<file path="src/hw/rtl/mlq_pkg.sv">
// ----------------------------------------------------------------------------
// mlq_pkg
// Shared types, codes and helpers of the three-level feedback queue table.
// ----------------------------------------------------------------------------
package mlq_pkg;

  localparam int unsigned MLQ_MAX_TASKS = 8;

  localparam int unsigned HANDLE_W  = 16;
  localparam int unsigned LEVEL_W   = 2;
  localparam int unsigned TICK_W    = 32;
  localparam int unsigned QUANTUM_W = 16;

  typedef logic [2:0] action_t;
  localparam action_t ACT_REGISTER = 3'd0;
  localparam action_t ACT_EXPIRE   = 3'd1;
  localparam action_t ACT_PROMOTE  = 3'd2;
  localparam action_t ACT_TICK     = 3'd3;
  localparam action_t ACT_QUERY    = 3'd4;

  typedef logic [1:0] status_t;
  localparam status_t ST_OK       = 2'd0;
  localparam status_t ST_FULL     = 2'd1;
  localparam status_t ST_NOTFOUND = 2'd2;
  localparam status_t ST_EMPTY    = 2'd3;

  typedef logic [LEVEL_W-1:0] level_t;
  localparam level_t LVL_HIGH   = 2'd0;
  localparam level_t LVL_MEDIUM = 2'd1;
  localparam level_t LVL_LOW    = 2'd2;

  typedef logic [1:0] cfg_idx_t;
  localparam cfg_idx_t CFG_QUANTUM_HIGH   = 2'd0;
  localparam cfg_idx_t CFG_QUANTUM_MEDIUM = 2'd1;
  localparam cfg_idx_t CFG_QUANTUM_LOW    = 2'd2;
  localparam cfg_idx_t CFG_BOOST_PERIOD   = 2'd3;

  localparam logic [QUANTUM_W-1:0] RST_QUANTUM_HIGH   = 16'd10;
  localparam logic [QUANTUM_W-1:0] RST_QUANTUM_MEDIUM = 16'd20;
  localparam logic [QUANTUM_W-1:0] RST_QUANTUM_LOW    = 16'd40;
  localparam logic [QUANTUM_W-1:0] RST_BOOST_PERIOD   = 16'd1000;

  typedef struct packed {
    action_t             action;
    logic [HANDLE_W-1:0] task_id;
    logic [2:0]          slot_index;
  } mlq_req_t;

  typedef struct packed {
    status_t              status;
    logic [2:0]           slot_out;
    logic [HANDLE_W-1:0]  handle_out;
    level_t               level_out;
    logic [QUANTUM_W-1:0] quantum_out;
    logic [TICK_W-1:0]    arrival_out;
    logic                 level_changed;
    logic                 boosted;
  } mlq_rsp_t;

  typedef struct packed {
    logic [QUANTUM_W-1:0] quantum_high;
    logic [QUANTUM_W-1:0] quantum_medium;
    logic [QUANTUM_W-1:0] quantum_low;
    logic [QUANTUM_W-1:0] boost_period;
  } mlq_cfg_t;

  typedef struct packed {
    logic [HANDLE_W-1:0] handle;
    level_t              level;
    logic [TICK_W-1:0]   arrival;
  } mlq_entry_t;

  function automatic logic [QUANTUM_W-1:0] level_quantum(input level_t lvl,
                                                         input mlq_cfg_t cfg);
    logic [QUANTUM_W-1:0] q;
    case (lvl)
      LVL_HIGH:   q = cfg.quantum_high;
      LVL_MEDIUM: q = cfg.quantum_medium;
      default:    q = cfg.quantum_low;
    endcase
    return q;
  endfunction

endpackage

</file>
<file path="src/hw/rtl/mlq_ram.sv">
// ----------------------------------------------------------------------------
// mlq_ram
// Generic one-write, one-read RAM with registered read data.
// ----------------------------------------------------------------------------
module mlq_ram #(
  parameter int unsigned Width = 1,
  parameter int unsigned Depth = 2
) (
  input  logic                                   clk_i,
  input  logic                                   we_i,
  input  logic [((Depth > 1) ? $clog2(Depth) : 1)-1:0] waddr_i,
  input  logic [Width-1:0]                       wdata_i,
  input  logic                                   re_i,
  input  logic [((Depth > 1) ? $clog2(Depth) : 1)-1:0] raddr_i,
  output logic [Width-1:0]                       rdata_o
);

  logic [Width-1:0] mem_q [Depth];
  logic [Width-1:0] rdata_q;

  always_ff @(posedge clk_i) begin
    if (we_i) begin
      mem_q[waddr_i] <= wdata_i;
    end
    if (re_i) begin
      rdata_q <= mem_q[raddr_i];
    end
  end

  assign rdata_o = rdata_q;

endmodule

</file>
<file path="src/hw/rtl/mlq_cfg.sv">
// ----------------------------------------------------------------------------
// mlq_cfg
// Configuration register file: three level quanta and the boost period.
// ----------------------------------------------------------------------------
module mlq_cfg import mlq_pkg::*; (
  input  logic                 clk_i,
  input  logic                 rst_ni,
  input  logic                 cfg_valid_i,
  output logic                 cfg_ready_o,
  input  cfg_idx_t             cfg_index_i,
  input  logic [QUANTUM_W-1:0] cfg_wdata_i,
  output mlq_cfg_t             cfg_o
);

  mlq_cfg_t cfg_q, cfg_d;

  always_comb begin
    cfg_d = cfg_q;
    if (cfg_valid_i) begin
      case (cfg_index_i)
        CFG_QUANTUM_HIGH:   cfg_d.quantum_high   = cfg_wdata_i;
        CFG_QUANTUM_MEDIUM: cfg_d.quantum_medium = cfg_wdata_i;
        CFG_QUANTUM_LOW:    cfg_d.quantum_low    = cfg_wdata_i;
        CFG_BOOST_PERIOD:   cfg_d.boost_period   = cfg_wdata_i;
        default:            cfg_d = cfg_q;
      endcase
    end
  end

  always_ff @(posedge clk_i or negedge rst_ni) begin
    if (!rst_ni) begin
      cfg_q.quantum_high   <= RST_QUANTUM_HIGH;
      cfg_q.quantum_medium <= RST_QUANTUM_MEDIUM;
      cfg_q.quantum_low    <= RST_QUANTUM_LOW;
      cfg_q.boost_period   <= RST_BOOST_PERIOD;
    end else begin
      cfg_q <= cfg_d;
    end
  end

  assign cfg_ready_o = 1'b1;
  assign cfg_o       = cfg_q;

endmodule

</file>
<file path="src/hw/rtl/mlq_ctrl.sv">
// ----------------------------------------------------------------------------
// mlq_ctrl
// Sequencer that walks the slot memory one entry per cycle for the items that scan it.
// ----------------------------------------------------------------------------
module mlq_ctrl import mlq_pkg::*; #(
  parameter int unsigned MaxTasks = MLQ_MAX_TASKS
) (
  input  logic     clk_i,
  input  logic     rst_ni,
  input  mlq_cfg_t cfg_i,
  input  logic     start_i,
  input  mlq_req_t req_i,
  output logic     busy_o,
  output logic     done_o,
  output mlq_rsp_t rsp_o
);

  localparam int unsigned SlotW = (MaxTasks > 1) ? $clog2(MaxTasks) : 1;
  localparam int unsigned CntW  = $clog2(MaxTasks + 1);

  typedef enum logic {
    S_IDLE,
    S_SCAN
  } state_e;

  state_e              state_q, state_d;
  action_t             act_q, act_d;
  logic [HANDLE_W-1:0] handle_q, handle_d;
  logic [CntW-1:0]     rd_cnt_q, rd_cnt_d;
  logic                chk_vld_q, chk_vld_d;
  logic [SlotW-1:0]    chk_idx_q, chk_idx_d;
  logic                changed_q, changed_d;
  logic [MaxTasks-1:0] valid_q, valid_d;
  logic [TICK_W-1:0]   tick_q, tick_d;
  logic [TICK_W-1:0]   since_q, since_d;
  logic                done_q, done_d;
  mlq_rsp_t            rsp_q, rsp_d;

  logic             ram_we, ram_re;
  logic [SlotW-1:0] ram_raddr;
  mlq_entry_t       ram_wdata, ent;

  logic              start_ok;
  logic [TICK_W-1:0] since_inc;
  logic              boost_due;
  logic              ent_vld, chk_last, handle_hit, query_in_range;
  level_t            lvl_next;

  mlq_ram #(
    .Width ($bits(mlq_entry_t)),
    .Depth (MaxTasks)
  ) u_slot_ram (
    .clk_i   (clk_i),
    .we_i    (ram_we),
    .waddr_i (chk_idx_q),
    .wdata_i (ram_wdata),
    .re_i    (ram_re),
    .raddr_i (ram_raddr),
    .rdata_o (ent)
  );

  assign start_ok       = start_i && (state_q == S_IDLE);
  assign since_inc      = since_q + 32'd1;
  assign boost_due      = since_inc >= {16'd0, cfg_i.boost_period};
  assign ent_vld        = valid_q[chk_idx_q];
  assign chk_last       = chk_idx_q == SlotW'(MaxTasks - 1);
  assign handle_hit     = ent_vld && (ent.handle == handle_q);
  assign query_in_range = 32'(req_i.slot_index) < 32'(MaxTasks);
  assign ram_raddr      = rd_cnt_q[SlotW-1:0];

  // demote saturates at low, promote stops at high
  always_comb begin
    lvl_next = ent.level;
    if (act_q == ACT_EXPIRE) begin
      if (ent.level < LVL_LOW) lvl_next = ent.level + 2'd1;
    end else begin
      if (ent.level != LVL_HIGH) lvl_next = ent.level - 2'd1;
    end
  end

  always_comb begin
    state_d   = state_q;
    act_d     = act_q;
    handle_d  = handle_q;
    rd_cnt_d  = rd_cnt_q;
    chk_vld_d = 1'b0;
    chk_idx_d = chk_idx_q;
    changed_d = changed_q;
    valid_d   = valid_q;
    tick_d    = tick_q;
    since_d   = since_q;
    done_d    = 1'b0;
    rsp_d     = rsp_q;
    ram_we    = 1'b0;
    ram_re    = 1'b0;
    ram_wdata = ent;

    case (state_q)
      S_IDLE: begin
        if (start_ok) begin
          act_d     = req_i.action;
          handle_d  = req_i.task_id;
          rd_cnt_d  = '0;
          changed_d = 1'b0;
          rsp_d     = '0;
          case (req_i.action)
            ACT_REGISTER, ACT_EXPIRE, ACT_PROMOTE: begin
              if (req_i.task_id == '0) begin
                rsp_d.status = ST_NOTFOUND;
                done_d       = 1'b1;
              end else begin
                state_d = S_SCAN;
              end
            end
            ACT_TICK: begin
              tick_d       = tick_q + 32'd1;
              rsp_d.status = ST_OK;
              if (boost_due) begin
                since_d       = '0;
                rsp_d.boosted = 1'b1;
                state_d       = S_SCAN;
              end else begin
                since_d = since_inc;
                done_d  = 1'b1;
              end
            end
            ACT_QUERY: begin
              if (query_in_range) begin
                rd_cnt_d = CntW'(req_i.slot_index);
                state_d  = S_SCAN;
              end else begin
                rsp_d.status   = ST_EMPTY;
                rsp_d.slot_out = req_i.slot_index;
                done_d         = 1'b1;
              end
            end
            default: begin
              done_d = 1'b1;
            end
          endcase
        end
      end

      S_SCAN: begin
        // read of slot n overlaps the check of slot n-1
        ram_re    = rd_cnt_q < CntW'(MaxTasks);
        rd_cnt_d  = rd_cnt_q + CntW'(ram_re);
        chk_vld_d = ram_re;
        chk_idx_d = rd_cnt_q[SlotW-1:0];

        if (chk_vld_q) begin
          case (act_q)
            ACT_REGISTER: begin
              if (!ent_vld) begin
                ram_we              = 1'b1;
                ram_wdata.handle    = handle_q;
                ram_wdata.level     = LVL_HIGH;
                ram_wdata.arrival   = tick_q;
                valid_d[chk_idx_q]  = 1'b1;
                rsp_d.status        = ST_OK;
                rsp_d.slot_out      = 3'(chk_idx_q);
                rsp_d.handle_out    = handle_q;
                rsp_d.level_out     = LVL_HIGH;
                rsp_d.quantum_out   = level_quantum(LVL_HIGH, cfg_i);
                rsp_d.arrival_out   = tick_q;
                rsp_d.level_changed = 1'b1;
                state_d             = S_IDLE;
              end else if (chk_last) begin
                rsp_d.status = ST_FULL;
                state_d      = S_IDLE;
              end
            end
            ACT_EXPIRE, ACT_PROMOTE: begin
              if (handle_hit) begin
                ram_we              = lvl_next != ent.level;
                ram_wdata.level     = lvl_next;
                rsp_d.status        = ST_OK;
                rsp_d.slot_out      = 3'(chk_idx_q);
                rsp_d.handle_out    = ent.handle;
                rsp_d.level_out     = lvl_next;
                rsp_d.quantum_out   = level_quantum(lvl_next, cfg_i);
                rsp_d.arrival_out   = ent.arrival;
                rsp_d.level_changed = lvl_next != ent.level;
                state_d             = S_IDLE;
              end else if (chk_last) begin
                rsp_d.status = ST_NOTFOUND;
                state_d      = S_IDLE;
              end
            end
            ACT_TICK: begin
              if (ent_vld && (ent.level != LVL_HIGH)) begin
                ram_we          = 1'b1;
                ram_wdata.level = LVL_HIGH;
                changed_d       = 1'b1;
              end
              if (chk_last) begin
                rsp_d.level_changed = changed_d;
                state_d             = S_IDLE;
              end
            end
            ACT_QUERY: begin
              rsp_d.slot_out = 3'(chk_idx_q);
              if (ent_vld) begin
                rsp_d.status      = ST_OK;
                rsp_d.handle_out  = ent.handle;
                rsp_d.level_out   = ent.level;
                rsp_d.quantum_out = level_quantum(ent.level, cfg_i);
                rsp_d.arrival_out = ent.arrival;
              end else begin
                rsp_d.status = ST_EMPTY;
              end
              state_d = S_IDLE;
            end
            default: begin
              state_d = S_IDLE;
            end
          endcase

          if (state_d == S_IDLE) begin
            done_d    = 1'b1;
            chk_vld_d = 1'b0;
          end
        end
      end

      default: begin
        state_d = S_IDLE;
      end
    endcase
  end

  always_ff @(posedge clk_i or negedge rst_ni) begin
    if (!rst_ni) begin
      state_q   <= S_IDLE;
      act_q     <= ACT_REGISTER;
      handle_q  <= '0;
      rd_cnt_q  <= '0;
      chk_vld_q <= 1'b0;
      chk_idx_q <= '0;
      changed_q <= 1'b0;
      valid_q   <= '0;
      tick_q    <= '0;
      since_q   <= '0;
      done_q    <= 1'b0;
      rsp_q     <= '0;
    end else begin
      state_q   <= state_d;
      act_q     <= act_d;
      handle_q  <= handle_d;
      rd_cnt_q  <= rd_cnt_d;
      chk_vld_q <= chk_vld_d;
      chk_idx_q <= chk_idx_d;
      changed_q <= changed_d;
      valid_q   <= valid_d;
      tick_q    <= tick_d;
      since_q   <= since_d;
      done_q    <= done_d;
      rsp_q     <= rsp_d;
    end
  end

  assign busy_o = state_q != S_IDLE;
  assign done_o = done_q;
  assign rsp_o  = rsp_q;

  a_start_leads_on: assert property (@(posedge clk_i) disable iff (!rst_ni)
    start_ok |=> (state_q == S_SCAN) || done_q)
    else $error("accepted item neither scanning nor answered");

  a_write_in_scan: assert property (@(posedge clk_i) disable iff (!rst_ni)
    ram_we |-> (state_q == S_SCAN) && chk_vld_q)
    else $error("slot write outside a checked scan step");

  a_full_means_full: assert property (@(posedge clk_i) disable iff (!rst_ni)
    (done_q && (rsp_q.status == ST_FULL)) |-> (&valid_q))
    else $error("table full reported with a free slot");

  a_cnt_bound: assert property (@(posedge clk_i) disable iff (!rst_ni)
    (state_q == S_SCAN) |-> (rd_cnt_q <= CntW'(MaxTasks)))
    else $error("scan counter past table depth");

endmodule

</file>
<file path="src/hw/rtl/mlfq_level_table_unit.sv">
// ----------------------------------------------------------------------------
// mlfq_level_table_unit
// Three-level feedback queue level table with register, demote, promote,
// tick/boost and query actions.
// ----------------------------------------------------------------------------
// An item is taken when start_i is high and busy_o is low; its single result
// appears on rsp_o, where it stays until the next item is taken, with done_o
// high for exactly one cycle, and cannot be stalled. Ticks without a boost,
// zero handles, out-of-range queries and unused actions answer without
// raising busy_o: done_o rises in the cycle after acceptance. Register,
// demote, promote and boosting ticks walk the slot memory through its single
// read port, one slot per cycle with the read of the next slot overlapping
// the check of the current one; a walk ends at the slot that settles the
// item or at the last slot, a query reads only its slot. done_o rises in
// the same cycle in which busy_o falls. Configuration is always ready.
module mlfq_level_table_unit import mlq_pkg::*; #(
  parameter int unsigned MaxTasks = MLQ_MAX_TASKS
) (
  input  logic                 clk_i,
  input  logic                 rst_ni,
  input  logic                 start_i,
  input  mlq_req_t             req_i,
  output logic                 busy_o,
  output logic                 done_o,
  output mlq_rsp_t             rsp_o,
  input  logic                 cfg_valid_i,
  output logic                 cfg_ready_o,
  input  cfg_idx_t             cfg_index_i,
  input  logic [QUANTUM_W-1:0] cfg_wdata_i
);

  mlq_cfg_t cfg;

  mlq_cfg u_cfg (
    .clk_i       (clk_i),
    .rst_ni      (rst_ni),
    .cfg_valid_i (cfg_valid_i),
    .cfg_ready_o (cfg_ready_o),
    .cfg_index_i (cfg_index_i),
    .cfg_wdata_i (cfg_wdata_i),
    .cfg_o       (cfg)
  );

  mlq_ctrl #(
    .MaxTasks (MaxTasks)
  ) u_ctrl (
    .clk_i   (clk_i),
    .rst_ni  (rst_ni),
    .cfg_i   (cfg),
    .start_i (start_i),
    .req_i   (req_i),
    .busy_o  (busy_o),
    .done_o  (done_o),
    .rsp_o   (rsp_o)
  );

endmodule
</file>
<file path="config.mk">
export PLATFORM = sky130hd
export DESIGN_NAME = mlfq_level_table_unit
export DESIGN_NICKNAME = d
export VERILOG_FILES = /design/src/hw/rtl/mlq_pkg.sv /design/src/hw/rtl/mlq_ram.sv /design/src/hw/rtl/mlq_cfg.sv /design/src/hw/rtl/mlq_ctrl.sv /design/src/hw/rtl/mlfq_level_table_unit.sv
export SDC_FILE = /design/constraint.sdc
export NUM_CORES = 1
export LEC_CHECK = 0
export CAP_MARGIN = 0
export CORE_MARGIN = 1
export CORE_UTILIZATION = 45
export DETAILED_ROUTE_END_ITERATION = 16
export DONT_BUFFER_PORTS = 1
export SLEW_MARGIN = 20
export SYNTH_ARGS = -nofsm -noshare
export SYNTH_HDL_FRONTEND = slang
export SYNTH_SLANG_ARGS = --single-unit
</file>
<file path="constraint.sdc">
create_clock -name clk_i -period 20 [get_ports clk_i]
set_clock_uncertainty 0.05 [all_clocks]
set_input_delay 4 -clock clk_i [delete_from_list [all_inputs] [get_ports clk_i]]
set_output_delay 4 -clock clk_i [all_outputs]
set_load 0.05 [all_outputs]
</file>
Word level (Yosys, flattened, before mapping)
Memories as Yosys holds them, arrays and structs flattened. A register that Yosys moved wholly into a read port is not among the register bits.
Index checks and enable logic that the tools add are counted.
Word-level totals
  memories kept: 1
  output and inout bits: 76
  word-level logic and storage cells: 163
  input port bits: 44
  memory bits (writable): 400
  bits in registers: 239
Memories
  u_ctrl.u_slot_ram.mem_q: depth 8, bits a word 50, rd ports 1, clocked after memory_dff 1, write ports 1, line mlq_ram.sv:18  | logic [Width-1:0] mem_q [Depth];
Operators by class
  order comparisons: 5
  equality and inequality tests: 27
  mux-type cells: 74
  reduce and logical (&&, ||, !) cells: 25
  bitwise operators: 3
  $add $sub $neg: 5
Operators with widths (count)
  case mux 71 bit (3 select lines): 1
  2-to-1 mux 50 bit: 3
  case mux 72 bit (2 select lines): 1
  2-to-1 mux 70 bit: 2
  2-to-1 mux 73 bit: 1
  2-to-1 mux 72 bit: 1
  2-to-1 mux 66 bit: 1
  adder 32 x 1 -> 32 bit, second input constant: 2
  2-to-1 mux 32 bit: 2
  case mux 16 bit (2 select lines): 2
  2-to-1 mux 1 bit: 33
  greater-or-equal comparator 32 x 16 -> 1 bit: 1
  2-to-1 mux 2 bit: 12
  equality test 16 bit: 1
  zero test 16 bit: 1
  2-to-1 mux 16 bit: 1
  inequality test 4 bit, second input constant: 4
  case mux 1 bit (3 select lines): 5
  equality test 3 x 2 -> 1 bit, second input constant: 4
  inequality test 3 bit, second input constant: 4
  AND reduction 6 bit: 2
  AND reduction 2 bit: 5
  AND reduction 5 bit: 2
  equality test 3 bit, second input constant: 3
  other kinds (30): 45

Logic depth before layout (Yosys ltp)
Gate-level depths: netlist of the first run.
  depth after elaboration: 10
  gate-level depth with buffers: 17
  depth with buffers taken out: 14

Modules after synthesis
Synthesis of the first run repeated with hierarchy kept, for this count alone.
Unflattened totals
  cell total of the unflattened synthesis: 1916
  area total of the unflattened synthesis: 29912.4 µm²
Modules (own cells, without submodules)
  mlq_ram: seq. area each 13513.0 µm², cells each 641, area an instance 16951.3 µm², times used 1
  mlq_ctrl: seq. area each 4379.2 µm², cells each 1137, area an instance 10523.8 µm², times used 1
  mlq_cfg: seq. area each 1616.6 µm², cells each 138, area an instance 2437.3 µm², times used 1

Least setup slack after synthesis of the first run
No wires, ideal clock.
  path kind: register -> register
  from: register u_ctrl.act_q[0]
  to: memory u_ctrl.u_slot_ram.mem_q[2][0] (netlist name) (enable)
  path slack: 13.723 ns
  data required time: 19.431 ns
  cell stages (with the launch flop): 11
  setup time: 0.519 ns
  clock period less this slack: 6.277 ns
  path buffers: 2
  arrival time: 5.708 ns
  cell sequence: dfrtp_1 -> clkbuf_1 -> nor3b_1 -> nor2_1 -> a21oi_1 -> buf_1 -> xnor2_1 -> o211a_1 -> o21ai_0 -> or2_2 -> nor3_1
Between the ends
  longest elaborated chain between the ends: 9
  elaborated cells between the ends (all ways): 13
  classes of those cells: eq/ne: 4; mux: 7; reduce/logical: 2
Ends and longest elaborated chain
  start, declared: line mlq_ctrl.sv:27  | action_t act_q, act_d;
  start signal, assigned: line mlq_ctrl.sv:248  | act_q <= act_d;
  equality test 3 x 1 -> 1 bit: line mlq_ctrl.sv:74, mlq_ctrl.sv:152
  2-to-1 mux 2 bit: line mlq_ctrl.sv:74  | if (act_q == ACT_EXPIRE) begin
  inequality test 2 bit: line mlq_ctrl.sv:175  | ram_we = lvl_next != ent.level;
  2-to-1 mux 1 bit: line mlq_ctrl.sv:174  | if (handle_hit) begin
  case mux 1 bit (3 select lines) (*): line mlq_ctrl.sv:152  | case (act_q)
  2-to-1 mux 1 bit (*): line mlq_ctrl.sv:151  | if (chk_vld_q) begin
  2-to-1 mux 1 bit (*): line mlq_ctrl.sv:98  | case (state_q)
  2-to-1 mux 1 bit (*): line mlq_ram.sv:22  | if (we_i) begin
  2-to-1 mux 1 bit (implied by the code) (*): line mlq_ram.sv:23  | mem_q[waddr_i] <= wdata_i;
  end, declared: line mlq_ram.sv:18
Every way passes the cells marked *; elsewhere a longest branch is shown, timed or not.

Final worst setup path of the first run
  from: input port start_i
  to: register u_ctrl.tick_q[31]
Between the ends
  longest elaborated chain between the ends: 2
Ends and longest elaborated chain
  start, declared: line mlfq_level_table_unit.sv:21  | input logic start_i,
  logical AND 1 bit: line mlq_ctrl.sv:62  | assign start_ok = start_i && (state_q == S_IDLE);
  AND reduction 3 bit (no line)
  end signal, assigned: line mlq_ctrl.sv:255  | tick_q <= tick_d;
  end, declared: line mlq_ctrl.sv:34  | logic [TICK_W-1:0] tick_q, tick_d;
Every way passes these cells.
A chain may end at the register's enable or synchronous reset.

==> out/qor.yml, run 1 <==
worst_setup_path:
  crit_required_ns: 20.45
  path_buf_inv: 2
  crit_path_start_kind: "primary input"
  r2r_start: "u_ctrl.u_slot_ram.rdata_o[45]$_DFFE_PP_"
  crit_family: "simple AND/OR/NAND/NOR gates"
  critPathMaxStageDelay_ns: 0.52
  critPathMaxFanout: 19
  crit_slowest_cell: "nor2_1"
  r2r_slack_ns: 15.22
  cp-end-kind: "flip-flop"
  ff2ff_path_depth: 9
  r2r_end: "u_ctrl.u_slot_ram.mem_q[6][35]$_DFFE_PP_"
  criticalPathCategory: "primary input to flip-flop"
  cp.arrival_ns: 5.92
  cp_cell_sequence: "nand2b_1 > nor3_2 > buf_4 > nand3_1 > nor2_1 > nand4_1 > inv_1 > nand4_1 > xnor2_1"
  path_common_cell: "nand4_1"
global_route:
  grt-ovfl-total: 0
  grt_pass1_wl_microns: 106000
  antenna_found_initial: 3
  grt_max_degree: 240
  grt_pass1_vias: 17565
  grt_usage_pct: 20.8
logic_synthesis:
  syn-instance-count: 2072
  yosysTopAreaCell: "edfxtp_1"
  yosysMostFrequentCell: "edfxtp_1"
  synth_warnings: 0
  synth_top_area_share_pct: 45.7
  syn_avg_cell_area_sq_um: 14.3
  synth_edf_count: 450
  netlist_area_sq_mm: 0.0296
  ys_types: 65
  synth_seq_cells: 689
  async_reset_ff_share_pct: 34.7
  ys_seq_area_share_pct: 66.0
  yosys-top-cells-area: "edfxtp_1 (46%), dfrtp_1 (19%), mux4_2 (7.8%)"
  synth_ff_type: "edfxtp_1"
  synthTopCellsByCount: "edfxtp_1 (450), nand2_1 (412), dfrtp_1 (227)"
  synth_nets: 2140
timing:
  fin_crit_sh_pct: 27.4
  maxSlewHeadroom_pct: 27.4
  maxSlewViolCount: 0
  finalSetupViolCount: 0
  fin_tns_setup_ns: 0
  holdWs_ns: 0.414
  fmax_mhz: 183
  finalHoldViolations: 0
  rsz0062_at_grt: "no"
  setup_slack_ns: 14.53
  worst_pin_slew_ns: 1.09
  finalCriticalPeriod_ns: 5.47
routing:
  drt_wl_total_microns: 68700
  via_per_inst: 5.67
  drc: 0
  vias: 16934
  detail_route.first_pass.iterations: 5
  wire_per_inst_microns: 23.0
  drt_iter0_drc: 1479
  antenna_left: 0
clock_network:
  ctsResizeCount: 0
  clock_latency_ns: 0.61
  root_buffer: "clkbuf_16"
  path_clk_slew_ns: 0.06
  htreeDepth: 3
  holdBufCountCts: 0
  cts.sinks: 689
  post-cts-setup-buffer-count: 0
  cts_buffers: 75
  cts_tree: "built"
  clk_path_buf_depth: 3
worst_hold_path:
  hold_class: "flip-flop to flip-flop"
  holdPathStages: 1
  holdPathEnd: "u_ctrl.valid_q[1]$_DFFE_PN0P_"
  hp-start: "u_ctrl.valid_q[1]$_DFFE_PN0P_"
place:
  portBuffers: 0
  gp_congestion: 0.813
  place_ws_ns: 13.94
  dpl_cell_area_sq_mm: 0.0305
  dpl.hpwl_microns: 39100
finish:
  design_area_sq_mm: 0.0331
  nets: 2134
  syn2layout_area_growth_pct: 11.8
  drive_gt1_share_pct: 21.6
floorplan:
  start_util_pct: 45.7
  die_area_sq_mm: 0.0667
  io_pins: 120
  core_area_sq_mm: 0.0647
  die_w_microns: 258
  die_h_microns: 258
  rows: 93
power:
  vdd_drop_max_uv: 88.1
  power_density_mw_per_mm2: 158
  power_leakage_nw: 12.2
flow_run:
  drv_cap: 0
outcome:
  outcome: "completed"
where the power goes:
part	total, mW	switching (mW)	internal (mW)
Combinational	1.47	0.863	0.603
Clock	1.40	0.564	0.838
Sequential	2.35	0.424	1.92
Total	5.22	1.85	3.37
sequential cells by signal (all words and copies together), names as in the netlist:
name                       cells
u_ctrl.changed_q               1
u_ctrl.rsp_o                  73
u_ctrl.tick_q                 32
u_ctrl.valid_q                 8
u_ctrl.done_o                  1
u_ctrl.chk_vld_q               1
u_ctrl.u_slot_ram.mem_q      400
u_ctrl.chk_idx_q               3
u_ctrl.since_q                32
u_cfg.cfg_o                   64
u_ctrl.rd_cnt_q                4
u_ctrl.busy_o                  1
u_ctrl.u_slot_ram.rdata_o     50
u_ctrl.act_q                   3
u_ctrl.handle_q               16
cell families after synthesis:
kind of cell               Yosys count  synth area share (%)
other                                1                0.0127
adders and majority gates           24                  1.02
muxes                              288                  14.8
AOI/OAI and AO/OA                  238                  5.10
DFF                                689                  66.0
and+or+nand+nor                    619                  9.16
xor gates and xnor gates            69                  2.04
buffers and inverters              144                  1.91
area by class of cell:
type                            instances  area, sq um
Clock inverter                         33          354
Tap cell                              855         1070
Clock buffer                          107         2170
Inverter                               31          116
Fill cell                            5423        31600
Timing Repair Buffer                   30          225
Antenna cell                            1         2.50
Multi-Input combinational cell       1239         9590
Sequential cell                       689        19500
layer usage:
layer / up-vias / global-route usage, % / part of all wire [%]
li1: 7669 / - / -
met1: 8695 / 27.9 / 43
met4: 2 / 6.46 / 2.1
met3: 98 / 3.73 / 5.6
met2: 470 / 34.6 / 49
met5: - / 0 / 0.019
per-stage QoR:
step / cells / total power, mW / utilization, %
floorplan: 2072 / 3.39 / -
global placement: 2844 / 3.82 / 47.2
detailed placement: 2844 / 3.86 / 47.2
CTS: 2984 / 5.27 / 51.1
global route: 2984 / 5.48 / 51.1
finish: 2985 / 5.22 / 51.1
worst max-delay path by stage:
| stage | from | to | slack [ns] | cells past startpoint |
|---|---|---|---|---|
| floorplan | u_ctrl.act_q[0]$_DFFE_PN0P_ | u_ctrl.u_slot_ram.mem_q[2][0]$_DFFE_PP_ | 13.72 | 10 |
| global placement | start_i | u_ctrl.tick_q[28]$_DFFE_PN0P_ | 13.96 | 9 |
| detailed placement | start_i | u_ctrl.tick_q[31]$_DFFE_PN0P_ | 13.94 | 9 |
| CTS | u_ctrl.busy_o$_DFF_PN0_ | busy_o | 14.57 | 0 |
| global route | start_i | u_ctrl.tick_q[31]$_DFFE_PN0P_ | 14.36 | 9 |
| finish | start_i | u_ctrl.tick_q[31]$_DFFE_PN0P_ | 14.53 | 9 |
cells in the final DEF, fill, tap and decap left out, types with 14 or more instances in the layout:
master | netlist | layout
mux2_2 | 165 | 165
nand2_1 | 412 | 412
dfrtp_1 | 227 | 223
inv_1 | 31 | 31
and3_1 | 15 | 14
buf_4 | 1 | 30
mux2i_1 | 21 | 21
and2_1 | 21 | 21
xor2_1 | 27 | 27
xnor2_1 | 42 | 42
ha_1 | 24 | 24
a22oi_1 | 18 | 18
nor2_1 | 55 | 48
clkbuf_1 | 88 | 19
a21oi_1 | 43 | 42
clkbuf_16 | 0 | 79
edfxtp_1 | 450 | 450
nand3_1 | 28 | 27
mux4_2 | 102 | 102
a221o_1 | 17 | 17
nand4_1 | 14 | 14
o21ai_0 | 94 | 94
Power figures use the tool's default switching activity.
==> run 2: changes to the inputs <==
Settings changed: ABC_AREA set to 1.
Clock period 20 ns to 5.4 ns, I/O delays scaled along.
==> run 2 against run 1 <==
  * Register-to-register slack got worse by 13 ns
  * Hold slack worse by 0.30 ns
  * Sequential power increased by 140%
  * Sequential cell count did not move
  * Clock power rose to 3.5 times the previous value
  * Via count up 26%
  * Wire length rose by 12%
  * Global-route usage is 1.8 points higher
  * Count of clock-buffer cells in the layout is 7 lower
  * Power grew 110%
  * Sequential share of layout area is 0.69 points lower
  * Critical path depth grew 3
==> out/qor.yml, run 2 <==
outcome:
  outcome: "completed"  # unchanged
floorplan:
  io_pins: 120  # unchanged
  core_area_sq_mm: 0.0662  # was 0.0647 sq mm
  start_util_pct: 45.9  # was 45.7%
  die_w_microns: 262  # was 258 microns
  rows: 94  # was 93
  die_h_microns: 262  # was 258 microns
  die_area_sq_mm: 0.0685  # was 0.0667 sq mm
finish:
  final_common_cell: "nand2_1"  # was edfxtp_1
  top_register: "u_ctrl.u_slot_ram.mem_q"  # unchanged
  design_area_sq_mm: 0.0334  # was 0.0331 sq mm
  antenna_cells: 0  # was 1
  drive_gt1_share_pct: 7.34  # was 21.6%
  nFillCells: 5878  # was 5,423
  largest_reg_flops: 400  # unchanged
  utilization_pct: 50.5  # was 51.1%
  final_cell_mix: "nand2_1 (520), nor2_1 (511), edfxtp_1 (450)"  # was edfxtp_1 (450), nand2_1 (412), dfrtp_1 (223)
  nets: 3008  # was 2,134
  syn2layout_area_growth_pct: 10.1  # was 11.8%
worst_setup_path:
  cp.arrival_ns: 3.84  # was 5.92 ns
  crit_path_start_kind: "flip-flop"  # was primary input
  critPathMaxFanout: 50  # was 19
  criticalPathCategory: "flip-flop to flip-flop"  # was primary input to flip-flop
  crit_required_ns: 5.58  # was 20.45 ns
  cp-end-kind: "flip-flop"  # unchanged
routing:
  drc: 0  # unchanged
  via_per_inst: 5.50  # was 5.67
  detail_route.first_pass.iterations: 7  # was 5
  drt_iter0_drc: 2024  # was 1,479
  drt_wl_total_microns: 77000  # was 68,700 microns
  vias: 21260  # was 16,934
  wire_per_inst_microns: 19.9  # was 23.0 microns
  antenna_left: 0  # unchanged
logic_synthesis:
  synth_edf_count: 450  # unchanged
  ys_seq_area_share_pct: 64.2  # was 66.0%
  synth_nets: 3062  # was 2,140
  synth_ff_type: "edfxtp_1"  # unchanged
  yosys-top-cells-area: "edfxtp_1 (44%), dfrtp_1 (19%), o21ai_0 (7.1%)"  # was edfxtp_1 (46%), dfrtp_1 (19%), mux4_2 (7.8%)
  ys_types: 51  # was 65
  synth_warnings: 0  # unchanged
  netlist_area_sq_mm: 0.0304  # was 0.0296 sq mm
  syn_avg_cell_area_sq_um: 10.1  # was 14.3 sq um
  synth_top_area_share_pct: 44.5  # was 45.7%
  async_reset_ff_share_pct: 34.7  # unchanged
  synth_xor_area_share_pct: 1.73  # was 2.04%
  synth_seq_cells: 689  # unchanged
  yosysTopAreaCell: "edfxtp_1"  # unchanged
  synth-adder-area-share_pct: 0.989  # was 1.02%
  synth_top_family_by_area: "simple AND/OR/NAND/NOR gates"  # was multiplexers
  synthSimpleGateAreaFrac_pct: 15.8  # was 9.16%
  syn-instance-count: 2994  # was 2,072
  synth_mux_area_share_pct: 0.593  # was 14.8%
  synth_compound_area_share_pct: 11.8  # was 5.10%
  synthTopCellsByCount: "nand2_1 (521), nor2_1 (521), edfxtp_1 (450)"  # was edfxtp_1 (450), nand2_1 (412), dfrtp_1 (227)
clock_network:
  post-cts-setup-buffer-count: 0  # unchanged
  ctsResizeCount: 0  # unchanged
  cts_tree: "built"  # unchanged
  cts.sinks: 689  # unchanged
  cts_buffers: 74  # was 75
  root_buffer: "clkbuf_16"  # unchanged
  holdBufCountCts: 0  # unchanged
  clock_latency_ns: 0.62  # was 0.61 ns
  htreeDepth: 3  # unchanged
  clk_path_buf_depth: 3  # unchanged
  path_clk_slew_ns: 0.06  # about the same
power:
  power.total_mw: 10.8  # was 5.22 mW
  power_density_mw_per_mm2: 323  # was 158 mW/mm^2
  vdd_drop_max_uv: 221  # was 88.1 uV
  power_leakage_nw: 11.7  # was 12.2 nW
place:
  gp_congestion: 0.891  # was 0.813
  place_ws_ns: 1.77  # was 13.94 ns
  dpl.hpwl_microns: 46100  # was 39,100 microns
  portBuffers: 0  # unchanged
  dpl_cell_area_sq_mm: 0.0311  # was 0.0305 sq mm
global_route:
  grt_pass1_wl_microns: 120000  # was 106,000 microns
  antenna_found_initial: 0  # was 3
  grt-ovfl-total: 0  # unchanged
  use_met1_pct: 30.9  # was 27.9%
  grtUsageMet2_pct: 36.5  # was 34.6%
  use_met3_pct: 3.85  # was 3.73%
  grt_usage_pct: 22.6  # was 20.8%
  grt_pass1_vias: 20576  # was 17,565
  busiest_layer: "met2"  # unchanged
  grt_max_degree: 240  # unchanged
timing:
  fin_tns_setup_ns: 0  # unchanged
  worst_pin_slew_ns: 1.19  # was 1.09 ns
  fin_crit_sh_pct: 67.8
  fmax_mhz: 273
  finalSetupViolCount: 0  # unchanged
  setup_slack_ns: 1.74  # was 14.53 ns
  finalCriticalPeriod_ns: 3.66
  maxSlewHeadroom_pct: 19.8  # was 27.4%
  finalHoldViolations: 0  # unchanged
  maxSlewViolCount: 0  # unchanged
  rsz0062_at_grt: "no"  # unchanged
worst_hold_path:
  hold_class: "primary input to async pin"  # was flip-flop to flip-flop
flow_run:
  drv_cap: 0  # unchanged
==> run 2: cell types whose count changed after synthesis, sizes merged, moves of 36 or more <==
cell,delta
nor2,+480
o21ai,+351
inv,+174
mux2,-149
nand2,+119
mux4,-102
a31oi,+61
o22ai,+57
nand3,+36
==> run 2: cell families (layout without fill, tap and decap cells) <==
family	Yosys count	count (layout)
and+or+nand+nor	1182	1182
DFF	689	689
AOI/OAI and AO/OA	661	661
buffers and inverters	361	366
xor gates and xnor gates	60	60
adders and majority gates	24	24
muxes	16	16
other	1	1
==> run 2: report_power, final <==
part           internal [mW]  switching (mW)  total, mW
Combinational         0.0735           0.121      0.195
Sequential              5.66          0.0572       5.72
Clock                   2.79            2.09       4.88
Total                   8.52            2.27       10.8
==> run 2: final cells by class <==
type                       count  area [sq um]  area share, %
sequential                   689         19500           58.4
multi-input combinational   1944          9500           28.4
clock buffer                 100          2060           6.17
tap                          864          1080           3.23
inverter                     206           779           2.33
clock inverter                35           254          0.760
timing repair buffer          25           238          0.711
==> run 2: worst max-delay path, stage by stage, from the launching register on <==
cell and delay [ns]:
edfxtp_1 0.46, inv_1 0.19, ha_1 0.22, inv_2 0.17
o21ai_4 0.52, nand2_1 0.10, a31oi_1 0.23, nand2_1 0.09
nand2_1 0.07, o21ai_1 0.06, buf_4 0.22, nor2_4 0.09
buf_4 0.74
==> run 2: path summary, 6_finish.rpt <==
path,startpoint,endpoint,slack [ns],cells past startpoint
worst max-delay path,u_ctrl.u_slot_ram.rdata_o[33]$_DFFE_PP_,u_ctrl.u_slot_ram.mem_q[5][20]$_DFFE_PP_,1.74,12
worst min-delay path,rst_ni,u_cfg.cfg_o[33]$_DFFE_PN0P_,0.11,0
worst max register to register,u_ctrl.u_slot_ram.rdata_o[33]$_DFFE_PP_,u_ctrl.u_slot_ram.mem_q[5][20]$_DFFE_PP_,1.74,12
worst min register to register,u_ctrl.valid_q[6]$_DFFE_PN0P_,u_ctrl.valid_q[6]$_DFFE_PN0P_,0.40,2
max in group asynchronous,rst_ni,u_ctrl.tick_q[27]$_DFFE_PN0P_,4.82,0
min in group clk_i,u_ctrl.valid_q[6]$_DFFE_PN0P_,u_ctrl.valid_q[6]$_DFFE_PN0P_,0.40,2
==> run 2: per-layer routing <==
metal | wire (microns) | up-vias
met5 | 0 | -
met4 | 1820 | 0
met3 | 4610 | 113
met2 | 36400 | 627
met1 | 34100 | 10401
li1 | - | 10119
==> run 2: through the flow <==
step	hold WS, ns	std cells
after floorplan	0.374	2994
after global placement	0.387	3728
after detailed placement	0.395	3728
after CTS	0.0726	3863
after global routing	0.0920	3863
final	0.115	3863
